### config.mk
export PLATFORM = sky130hd
export DESIGN_NAME = traffic_light_mode_controller
export DESIGN_NICKNAME = d
export VERILOG_FILES = /design/src/hdl/tlmc_pkg.sv /design/src/hdl/traffic_light_mode_controller.sv
export VERILOG_INCLUDE_DIRS = /design/src /design/src/hdl
export SDC_FILE = /design/constraint.sdc
export NUM_CORES = 1
export LEC_CHECK = 0
export ABC_AREA = 1
export ABC_CLOCK_PERIOD_IN_PS = 8700
export BUFFER_PORTS_ARGS = -buffer_cell sky130_fd_sc_hd__buf_2
export CAP_MARGIN = 25
export CORE_MARGIN = 1.5
export CORE_UTILIZATION = 35
export CTS_BUF_LIST = sky130_fd_sc_hd__clkbuf_8
export DETAILED_ROUTE_END_ITERATION = 10
export PLACE_DENSITY = 0.56
export SYNTH_ARGS = -nofsm -noshare
export SYNTH_HDL_FRONTEND = slang
export SYNTH_SLANG_ARGS = --single-unit
### constraint.sdc
create_clock -name clk -period 8.7 [get_ports clk]
set_input_delay 1.74 -clock clk [delete_from_list [all_inputs] [get_ports clk]]
set_output_delay 1.74 -clock clk [all_outputs]
set_load 0.005 [all_outputs]
### src/hdl/traffic_light_mode_controller_assert.svh
// assertion macros for the traffic light mode controller
`ifndef TRAFFIC_LIGHT_MODE_CONTROLLER_ASSERT_SVH
`define TRAFFIC_LIGHT_MODE_CONTROLLER_ASSERT_SVH

// condition that holds at every clock outside reset
`define TLMC_ASSERT_ALWAYS(label, cond) \
  label: assert property (@(posedge clk) disable iff (!rst_n) (cond)) \
    else $error("tlmc: invariant violated");

// condition in one cycle implies a condition in the next
`define TLMC_ASSERT_NEXT(label, pre, post) \
  label: assert property (@(posedge clk) disable iff (!rst_n) (pre) |=> (post)) \
    else $error("tlmc: next-cycle check violated");

`endif

### src/hdl/tlmc_pkg.sv
// shared types and constants for the traffic light mode controller
`default_nettype none

package tlmc_pkg;

  localparam int TIME_BITS = 32;

  localparam int IN_BITS    = 16;
  localparam int OUT_BITS   = 32;
  localparam int ADDR_BITS  = 5;
  localparam int DATA_BITS  = 32;

  typedef logic [TIME_BITS-1:0] time_t;

  typedef enum logic [2:0] {
    PH_RED     = 3'd0,
    PH_YELLOW1 = 3'd1,
    PH_GREEN   = 3'd2,
    PH_FLICKER = 3'd3,
    PH_YELLOW2 = 3'd4
  } phase_t;

  typedef enum logic [2:0] {
    PAT_OFF    = 3'd0,
    PAT_RED    = 3'd1,
    PAT_YELLOW = 3'd2,
    PAT_GREEN  = 3'd3,
    PAT_ALL    = 3'd4
  } pattern_t;

  typedef enum logic [1:0] {
    MODE_NORMAL = 2'd0,
    MODE_HOLD   = 2'd1,
    MODE_BLINK  = 2'd2,
    MODE_OFF    = 2'd3
  } mode_t;

  typedef enum logic [2:0] {
    CMD_NONE    = 3'd0,
    CMD_RESTART = 3'd1,
    CMD_HOLD    = 3'd2,
    CMD_BLINK   = 3'd3,
    CMD_OFF     = 3'd4
  } cmd_t;

  typedef enum logic [2:0] {
    REG_RED_TIME     = 3'd0,
    REG_YELLOW_TIME  = 3'd1,
    REG_GREEN_TIME   = 3'd2,
    REG_FLICKER_TIME = 3'd3,
    REG_FLICKER_TGL  = 3'd4,
    REG_DEBOUNCE     = 3'd5,
    REG_BLINK_TIME   = 3'd6
  } reg_idx_t;

  localparam logic [15:0] RED_TIME_RST     = 16'd2000;
  localparam logic [15:0] YELLOW_TIME_RST  = 16'd500;
  localparam logic [15:0] GREEN_TIME_RST   = 16'd2000;
  localparam logic [15:0] FLICKER_TIME_RST = 16'(1000 / 7);
  localparam logic [3:0]  FLICKER_TGL_RST  = 4'd7;
  localparam logic [7:0]  DEBOUNCE_RST     = 8'd50;
  localparam logic [15:0] BLINK_TIME_RST   = 16'd500;

  localparam logic [9:0] POT_FULL = 10'd1023;

endpackage

`default_nettype wire

### src/hdl/traffic_light_mode_controller.sv
// traffic light mode controller top level
`default_nettype none

// One input word is one millisecond tick carrying three raw active-low button
// levels, a pot sample and a mode command; each tick yields one output word
// with the three lamp PWM levels, the active mode and the cycle phase. A word
// is first captured in an input register, then one pass of logic updates the
// timer, debounce, mode and phase state, loads the output register when the
// output side is free, and accepts a new word every clock unless the output
// side stalls. The user must write configuration registers over the APB port
// only while no tick is in flight (not enforced); there is no start-up pass.
module traffic_light_mode_controller
  import tlmc_pkg::*;
(
  input  wire logic                 clk,
  input  wire logic                 rst_n,
  // button_one, button_two, button_three, pot_level[9:0], mode_command[2:0]
  input  wire logic [IN_BITS-1:0]   in_tdata,
  input  wire logic                 in_tvalid,
  output logic                      in_tready,
  // red_level[7:0], yellow_level[7:0], green_level[7:0], active_mode[1:0],
  // cycle_phase[2:0], zero padding
  output logic [OUT_BITS-1:0]       out_tdata,
  output logic                      out_tvalid,
  input  wire logic                 out_tready,
  input  wire logic                 cfg_psel,
  input  wire logic                 cfg_penable,
  input  wire logic                 cfg_pwrite,
  input  wire logic [ADDR_BITS-1:0] cfg_paddr,
  input  wire logic [DATA_BITS-1:0] cfg_pwdata,
  output logic [DATA_BITS-1:0]      cfg_prdata,
  output logic                      cfg_pready
);

  // configuration
  logic [15:0] red_time_r, yellow_time_r, green_time_r, flicker_time_r, blink_time_r;
  logic [3:0]  flicker_tgl_r;
  logic [7:0]  debounce_r;
  reg_idx_t    cfg_idx;
  logic        cfg_wr;

  // pipeline
  logic               in_valid_r;
  logic [IN_BITS-1:0] in_data_r;
  logic               out_valid_r;
  logic [7:0]         red_lvl_r, yel_lvl_r, grn_lvl_r;
  mode_t              out_mode_r;
  phase_t             out_phase_r;
  logic               advance;

  // block state
  time_t    time_r, phase_start_r, blink_start_r;
  phase_t   phase_r;
  logic [3:0] flick_cnt_r;
  pattern_t pat_r;
  mode_t    mode_r;
  logic [2:0] btn_level_r;
  time_t    btn_acc_r [3];

  time_t    phase_start_nxt, blink_start_nxt;
  phase_t   phase_nxt;
  logic [3:0] flick_cnt_nxt;
  pattern_t pat_nxt;
  mode_t    mode_nxt;
  logic [2:0] btn_level_nxt;
  time_t    btn_acc_nxt [3];
  logic [7:0] red_lvl_nxt, yel_lvl_nxt, grn_lvl_nxt;

  // unpacked input word
  logic [2:0] btn_in;
  logic [9:0] pot;
  cmd_t       cmd;

  // brightness = pot*255/1023
  logic [17:0] bright_x;
  logic [7:0]  bright_q0;
  logic [10:0] bright_rem;
  logic [7:0]  bright;

  assign cfg_pready = 1'b1;
  assign cfg_idx    = reg_idx_t'(cfg_paddr[ADDR_BITS-1:2]);
  assign cfg_wr     = cfg_psel && cfg_penable && cfg_pwrite && cfg_pready;

  always_comb begin
    cfg_prdata = '0;
    unique case (cfg_idx)
      REG_RED_TIME:     cfg_prdata = {16'd0, red_time_r};
      REG_YELLOW_TIME:  cfg_prdata = {16'd0, yellow_time_r};
      REG_GREEN_TIME:   cfg_prdata = {16'd0, green_time_r};
      REG_FLICKER_TIME: cfg_prdata = {16'd0, flicker_time_r};
      REG_FLICKER_TGL:  cfg_prdata = {28'd0, flicker_tgl_r};
      REG_DEBOUNCE:     cfg_prdata = {24'd0, debounce_r};
      REG_BLINK_TIME:   cfg_prdata = {16'd0, blink_time_r};
      default:          cfg_prdata = '0;
    endcase
  end

  always_ff @(posedge clk) begin
    if (!rst_n) begin
      red_time_r     <= RED_TIME_RST;
      yellow_time_r  <= YELLOW_TIME_RST;
      green_time_r   <= GREEN_TIME_RST;
      flicker_time_r <= FLICKER_TIME_RST;
      flicker_tgl_r  <= FLICKER_TGL_RST;
      debounce_r     <= DEBOUNCE_RST;
      blink_time_r   <= BLINK_TIME_RST;
    end else if (cfg_wr) begin
      unique case (cfg_idx)
        REG_RED_TIME:     red_time_r     <= cfg_pwdata[15:0];
        REG_YELLOW_TIME:  yellow_time_r  <= cfg_pwdata[15:0];
        REG_GREEN_TIME:   green_time_r   <= cfg_pwdata[15:0];
        REG_FLICKER_TIME: flicker_time_r <= cfg_pwdata[15:0];
        REG_FLICKER_TGL:  flicker_tgl_r  <= cfg_pwdata[3:0];
        REG_DEBOUNCE:     debounce_r     <= cfg_pwdata[7:0];
        REG_BLINK_TIME:   blink_time_r   <= cfg_pwdata[15:0];
        default: ;
      endcase
    end
  end

  assign advance   = in_valid_r && (!out_valid_r || out_tready);
  assign in_tready = !in_valid_r || advance;

  assign btn_in = in_data_r[2:0];
  assign pot    = in_data_r[12:3];
  assign cmd    = cmd_t'(in_data_r[15:13]);

  assign bright_x   = {pot, 8'd0} - {8'd0, pot};
  assign bright_q0  = bright_x[17:10];
  assign bright_rem = {1'b0, bright_x[9:0]} + {3'd0, bright_q0};
  assign bright     = bright_q0 + {7'd0, (bright_rem >= {1'b0, POT_FULL})};

  always_comb begin
    time_t    now;
    time_t    elapsed;
    mode_t    bmode;
    logic [3:0] fc;

    now             = time_r;
    fc              = '0;
    phase_start_nxt = phase_start_r;
    blink_start_nxt = blink_start_r;
    phase_nxt       = phase_r;
    flick_cnt_nxt   = flick_cnt_r;
    pat_nxt         = pat_r;
    mode_nxt        = mode_r;
    btn_level_nxt   = btn_level_r;
    btn_acc_nxt     = btn_acc_r;
    red_lvl_nxt     = '0;
    yel_lvl_nxt     = '0;
    grn_lvl_nxt     = '0;

    for (int k = 0; k < 3; k++) begin
      bmode = mode_t'(2'(k + 1));
      if (btn_in[k] != btn_level_nxt[k] &&
          (now - btn_acc_nxt[k]) >= TIME_BITS'(debounce_r)) begin
        btn_acc_nxt[k] = now;
        if (btn_level_nxt[k] && !btn_in[k]) begin
          if (mode_nxt != bmode) begin
            mode_nxt = bmode;
            if (bmode == MODE_HOLD) pat_nxt = PAT_RED;
            else if (bmode == MODE_BLINK) pat_nxt = PAT_ALL;
            else pat_nxt = PAT_OFF;
          end else begin
            mode_nxt        = MODE_NORMAL;
            phase_start_nxt = now;
            phase_nxt       = PH_RED;
          end
        end
        btn_level_nxt[k] = btn_in[k];
      end
    end

    case (cmd)
      CMD_RESTART: begin
        mode_nxt        = MODE_NORMAL;
        phase_start_nxt = now;
        phase_nxt       = PH_RED;
      end
      CMD_HOLD: begin
        mode_nxt = MODE_HOLD;
        pat_nxt  = PAT_RED;
      end
      CMD_BLINK: begin
        mode_nxt = MODE_BLINK;
        pat_nxt  = PAT_ALL;
      end
      CMD_OFF: begin
        mode_nxt = MODE_OFF;
        pat_nxt  = PAT_OFF;
      end
      default: ;
    endcase

    elapsed = now - phase_start_nxt;
    if (mode_nxt == MODE_NORMAL) begin
      unique case (phase_nxt)
        PH_RED: begin
          pat_nxt = PAT_RED;
          if (elapsed >= TIME_BITS'(red_time_r)) begin
            phase_start_nxt = now;
            phase_nxt       = PH_YELLOW1;
          end
        end
        PH_YELLOW1: begin
          pat_nxt = PAT_YELLOW;
          if (elapsed >= TIME_BITS'(yellow_time_r)) begin
            phase_start_nxt = now;
            phase_nxt       = PH_GREEN;
          end
        end
        PH_GREEN: begin
          pat_nxt = PAT_GREEN;
          if (elapsed >= TIME_BITS'(green_time_r)) begin
            phase_start_nxt = now;
            phase_nxt       = PH_FLICKER;
            flick_cnt_nxt   = '0;
          end
        end
        PH_FLICKER: begin
          if (elapsed >= TIME_BITS'(flicker_time_r)) begin
            phase_start_nxt = now;
            pat_nxt         = (pat_nxt == PAT_GREEN) ? PAT_OFF : PAT_GREEN;
            fc              = flick_cnt_nxt + 4'd1;
            flick_cnt_nxt   = fc;
            if (fc >= flicker_tgl_r) phase_nxt = PH_YELLOW2;
          end
        end
        PH_YELLOW2: begin
          pat_nxt = PAT_YELLOW;
          if (elapsed >= TIME_BITS'(yellow_time_r)) begin
            phase_start_nxt = now;
            phase_nxt       = PH_RED;
          end
        end
        default: begin
          phase_start_nxt = now;
          phase_nxt       = PH_RED;
        end
      endcase
    end

    if (mode_nxt == MODE_BLINK) begin
      if ((now - blink_start_nxt) >= TIME_BITS'(blink_time_r)) begin
        blink_start_nxt = now;
        pat_nxt         = (pat_nxt == PAT_ALL) ? PAT_OFF : PAT_ALL;
      end
      if (pat_nxt == PAT_ALL) begin
        red_lvl_nxt = bright;
        yel_lvl_nxt = bright;
        grn_lvl_nxt = bright;
      end
    end else begin
      case (pat_nxt)
        PAT_RED:    red_lvl_nxt = bright;
        PAT_YELLOW: yel_lvl_nxt = bright;
        PAT_GREEN:  grn_lvl_nxt = bright;
        default: ;
      endcase
    end
  end

  always_ff @(posedge clk) begin
    if (!rst_n) begin
      in_valid_r    <= 1'b0;
      out_valid_r   <= 1'b0;
      time_r        <= '0;
      phase_start_r <= '0;
      blink_start_r <= '0;
      phase_r       <= PH_RED;
      flick_cnt_r   <= '0;
      pat_r         <= PAT_OFF;
      mode_r        <= MODE_NORMAL;
      btn_level_r   <= '1;
      btn_acc_r     <= '{default: '0};
    end else begin
      if (in_tready) begin
        in_valid_r <= in_tvalid;
      end
      if (advance) begin
        out_valid_r   <= 1'b1;
        time_r        <= time_r + 1'b1;
        phase_start_r <= phase_start_nxt;
        blink_start_r <= blink_start_nxt;
        phase_r       <= phase_nxt;
        flick_cnt_r   <= flick_cnt_nxt;
        pat_r         <= pat_nxt;
        mode_r        <= mode_nxt;
        btn_level_r   <= btn_level_nxt;
        btn_acc_r     <= btn_acc_nxt;
      end else if (out_tready) begin
        out_valid_r <= 1'b0;
      end
    end
  end

  always_ff @(posedge clk) begin
    if (in_tready && in_tvalid) begin
      in_data_r <= in_tdata;
    end
    if (advance) begin
      red_lvl_r   <= red_lvl_nxt;
      yel_lvl_r   <= yel_lvl_nxt;
      grn_lvl_r   <= grn_lvl_nxt;
      out_mode_r  <= mode_nxt;
      out_phase_r <= phase_nxt;
    end
  end

  assign out_tvalid = out_valid_r;
  assign out_tdata  = {3'd0, out_phase_r, out_mode_r, grn_lvl_r, yel_lvl_r, red_lvl_r};

`include "traffic_light_mode_controller_assert.svh"

  `TLMC_ASSERT_NEXT(a_time_steps, advance, time_r == TIME_BITS'($past(time_r) + 1'b1))
  `TLMC_ASSERT_NEXT(a_time_holds, !advance, $stable(time_r) && $stable(mode_r))
  `TLMC_ASSERT_NEXT(a_result_loaded, advance, out_valid_r && out_mode_r == mode_r)
  `TLMC_ASSERT_ALWAYS(a_hold_red, mode_r != MODE_HOLD || pat_r == PAT_RED)
  `TLMC_ASSERT_ALWAYS(a_off_dark, mode_r != MODE_OFF || pat_r == PAT_OFF)

endmodule

`default_nettype wire

==> results.md <==
- Status: completed
- Area leader, netlist: dfxtp_1
- Number of global-route vias before repair: roughly 28000
- Initial DRC count: around 1900
- Clock sink total: about 350
- Layout area overhead: 13.0%
- Placed Cells: roughly 5600
- Final net count: about 5000
- Critical path's largest stage delay: between 0.3 and 0.4 ns
- Final instance area: 32500 sq um
- Vias: between 20000 and 30000
- Max_slew headroom: 0.281
- Via/cell ratio: 5.08
- IO Pins: 127
- HP Class: reg2reg
- CTS buffer count: roughly 70
- Critical path start-end classification: reg2reg
- Routed WL: about 96 mm
- Post-DP Area: between 30000 and 40000 sq um
- Synth area leaders: dfxtp_1, nand2_1, ha_1, inv_1, a21oi_1
- Port buffer count: ~90
- CP Capture Type: flip-flop
- Die Span X: about 290 um
- LEAKAGE: approximately 17 nW
- Crit Path Max Fanout: 19
- Final Hold Viols: 0
- WP buf/inv: 7
- Fraction of the cycle the final worst path needs: 0.922
- CP Launch Type: flip-flop
- Cells after Synth: between 4000 and 5000
- Root buffer cell: clkbuf_8
- Placer congestion estimate: between 0.9 and 1
- Required @ worst endpoint: roughly 9.2 ns
- Ys async rst share: 0
- Initial Utilization: 0.355
- Cell row count: 104
- Worst-path clk slew: about 0.060 ns
- Number of synthesized flops with an enable pin: 45
- Final Skew: around 0.07 ns
- Max-capacitance violation count: 0
- Sequential area share after synthesis: 0.256
- H-Tree Depth: 3
- Mapped Area: about 29000 sq um
- Die height: just under 300 um
- Avg Inst Size Synth: about 6.4 sq um
- Synth Flop Type: dfxtp_1
- CP dominant cell by count: nand2_1
- Worst EP arrival: around 8.5 ns
- Non-filler cells in the finished layout: 5724
- Syn. warnings: 0
- Largest net degree at the start of global routing: 86
- DRT antenna net count: 0
- Final Setup Violations: 0
- Synth top area share: 0.209
- Clock latency on the worst-skew pair: a little under 0.7 ns
- Peak supply drop: 0.000119 V
- Max-slew violation count: 0
- Antenna violations before repair: 1
- Fin crit period: about 8 ns
- DRC viols: 0
- First-pass GRT wire length: ~150 mm
- CTS tree: built
- Core Box Area: 80900 sq um
- DP HPWL: 74.5 mm
- Gr usage total: 0.228
- PD cells: about 160 nW/um^2
- Avg WL per Cell: around 17 um
- Crit-path leading delay family: simple AND/OR/NAND/NOR gates
- Slowest cell on the critical path: ha_1
- Post-synthesis register bit count: approximately 350
- Count leader, synth: nand2_1
- Synth cell count leaders: nand2_1, inv_1, a21oi_1
- Max Clk Rate: between 0.1 and 0.15 GHz
- R2R setup slack: slightly below 0.7 ns
- DIE AREA: around 84000 sq um
- Clock Tree Buf Depth: 3
- Grt total ovfl: 0
- Layout cells sized above 1: 0.0918
- Synth unique cells: 70
- Tightest Pin Transition: approximately 1.1 ns
- First-pass DRT Iterations: 5
-- tightest hold or removal path: stages (launching register included) --
cell and delay, ns:
dfxtp_1 0.31, inv_1 0.05, a21oi_1 0.05
-- final timing paths --
check / start / depth (start not counted) / endpoint
min reg2reg: btn_acc_r[64] / 2 / btn_acc_r[64]
max reg2reg: time_r[2] / 47 / grn_lvl_r[4]
min: btn_acc_r[64] / 2 / btn_acc_r[64]
max: time_r[2] / 47 / grn_lvl_r[4]
-- cell usage in the layout, fill, tap and decap left out, drive strengths merged, types with 30 or more instances in the layout --
cell    instances
a21oi         491
clkbuf         80
nor2          316
buf           207
xor2           77
inv           775
nand3         212
ha            281
nor3           60
nand2        1087
edfxtp         45
dfxtp         301
nand4          75
o211ai         30
o21ai         367
-- cell type report --
class | count | area, sq um
timing repair buffer | 207 | 1440
multi-input combinational | 3239 | 18100
tap | 1060 | 1330
fill | 8824 | 48400
antenna | 2 | 5.00
clock buffer | 80 | 1100
clock inverter | 33 | 246
inverter | 757 | 2850
sequential | 346 | 7380
-- through the flow --
stage / hold WS [ns] / setup slack [ns] / power [mW] / setup TNS (ns) / utilization
after CTS: 0.454 / 0.0899 / 5.29 / 0 / 0.399
after floorplan: 0.427 / 1.05 / 3.04 / 0 / -
final: 0.450 / 0.682 / 5.27 / 0 / 0.402
after global routing: 0.472 / -0.00710 / 5.63 / -0.0213 / 0.402
after detailed placement: 0.446 / 0.00150 / 3.55 / 0 / 0.382
after global placement: 0.440 / 0.0871 / 3.54 / 0 / 0.382
-- metal layers --
metal,vias up,routed length (um),global-route usage
li1,14946,-,-
met1,13223,43900,0.303
met2,746,44500,0.385
met3,165,4780,0.0231
met4,0,2850,0.0751
met5,-,0,0
-- power breakdown --
| group | leakage [nW] | internal (mW) | switching [mW] |
|---|---|---|---|
| sequential | 2.87 | 1.69 | 0.0275 |
| clock | 0.763 | 0.923 | 0.783 |
| combinational | 12.9 | 0.645 | 1.20 |
-- cell families after synthesis --
logic type,after synthesis,share of synthesized area
xor+xnor,100,0.0304
flops,346,0.256
other cells,2,0.000261
compound gates,1038,0.197
simple gates,1794,0.267
buf+inv,897,0.122
fa+ha+maj,287,0.126
-- flip-flops by register name, summed over array words and instances, names as in the netlist, 8 cells and up --
signal,count
blink_start_r,32
blink_time_r,16
btn_acc_r,96
debounce_r,8
flicker_time_r,16
green_time_r,16
grn_lvl_r,8
in_data_r,16
phase_start_r,32
red_lvl_r,8
red_time_r,16
time_r,32
yel_lvl_r,8
yellow_time_r,16
-- repair_timing --
item / CTS / global route
buffers inserted: 0 / 2
pin swaps: 0 / 3
hold buffers: 0 / 0
resized for setup: 1 / 51
setup endpoints to repair: 20 / 69
Note: power is estimated with default switching activity, not from simulation.
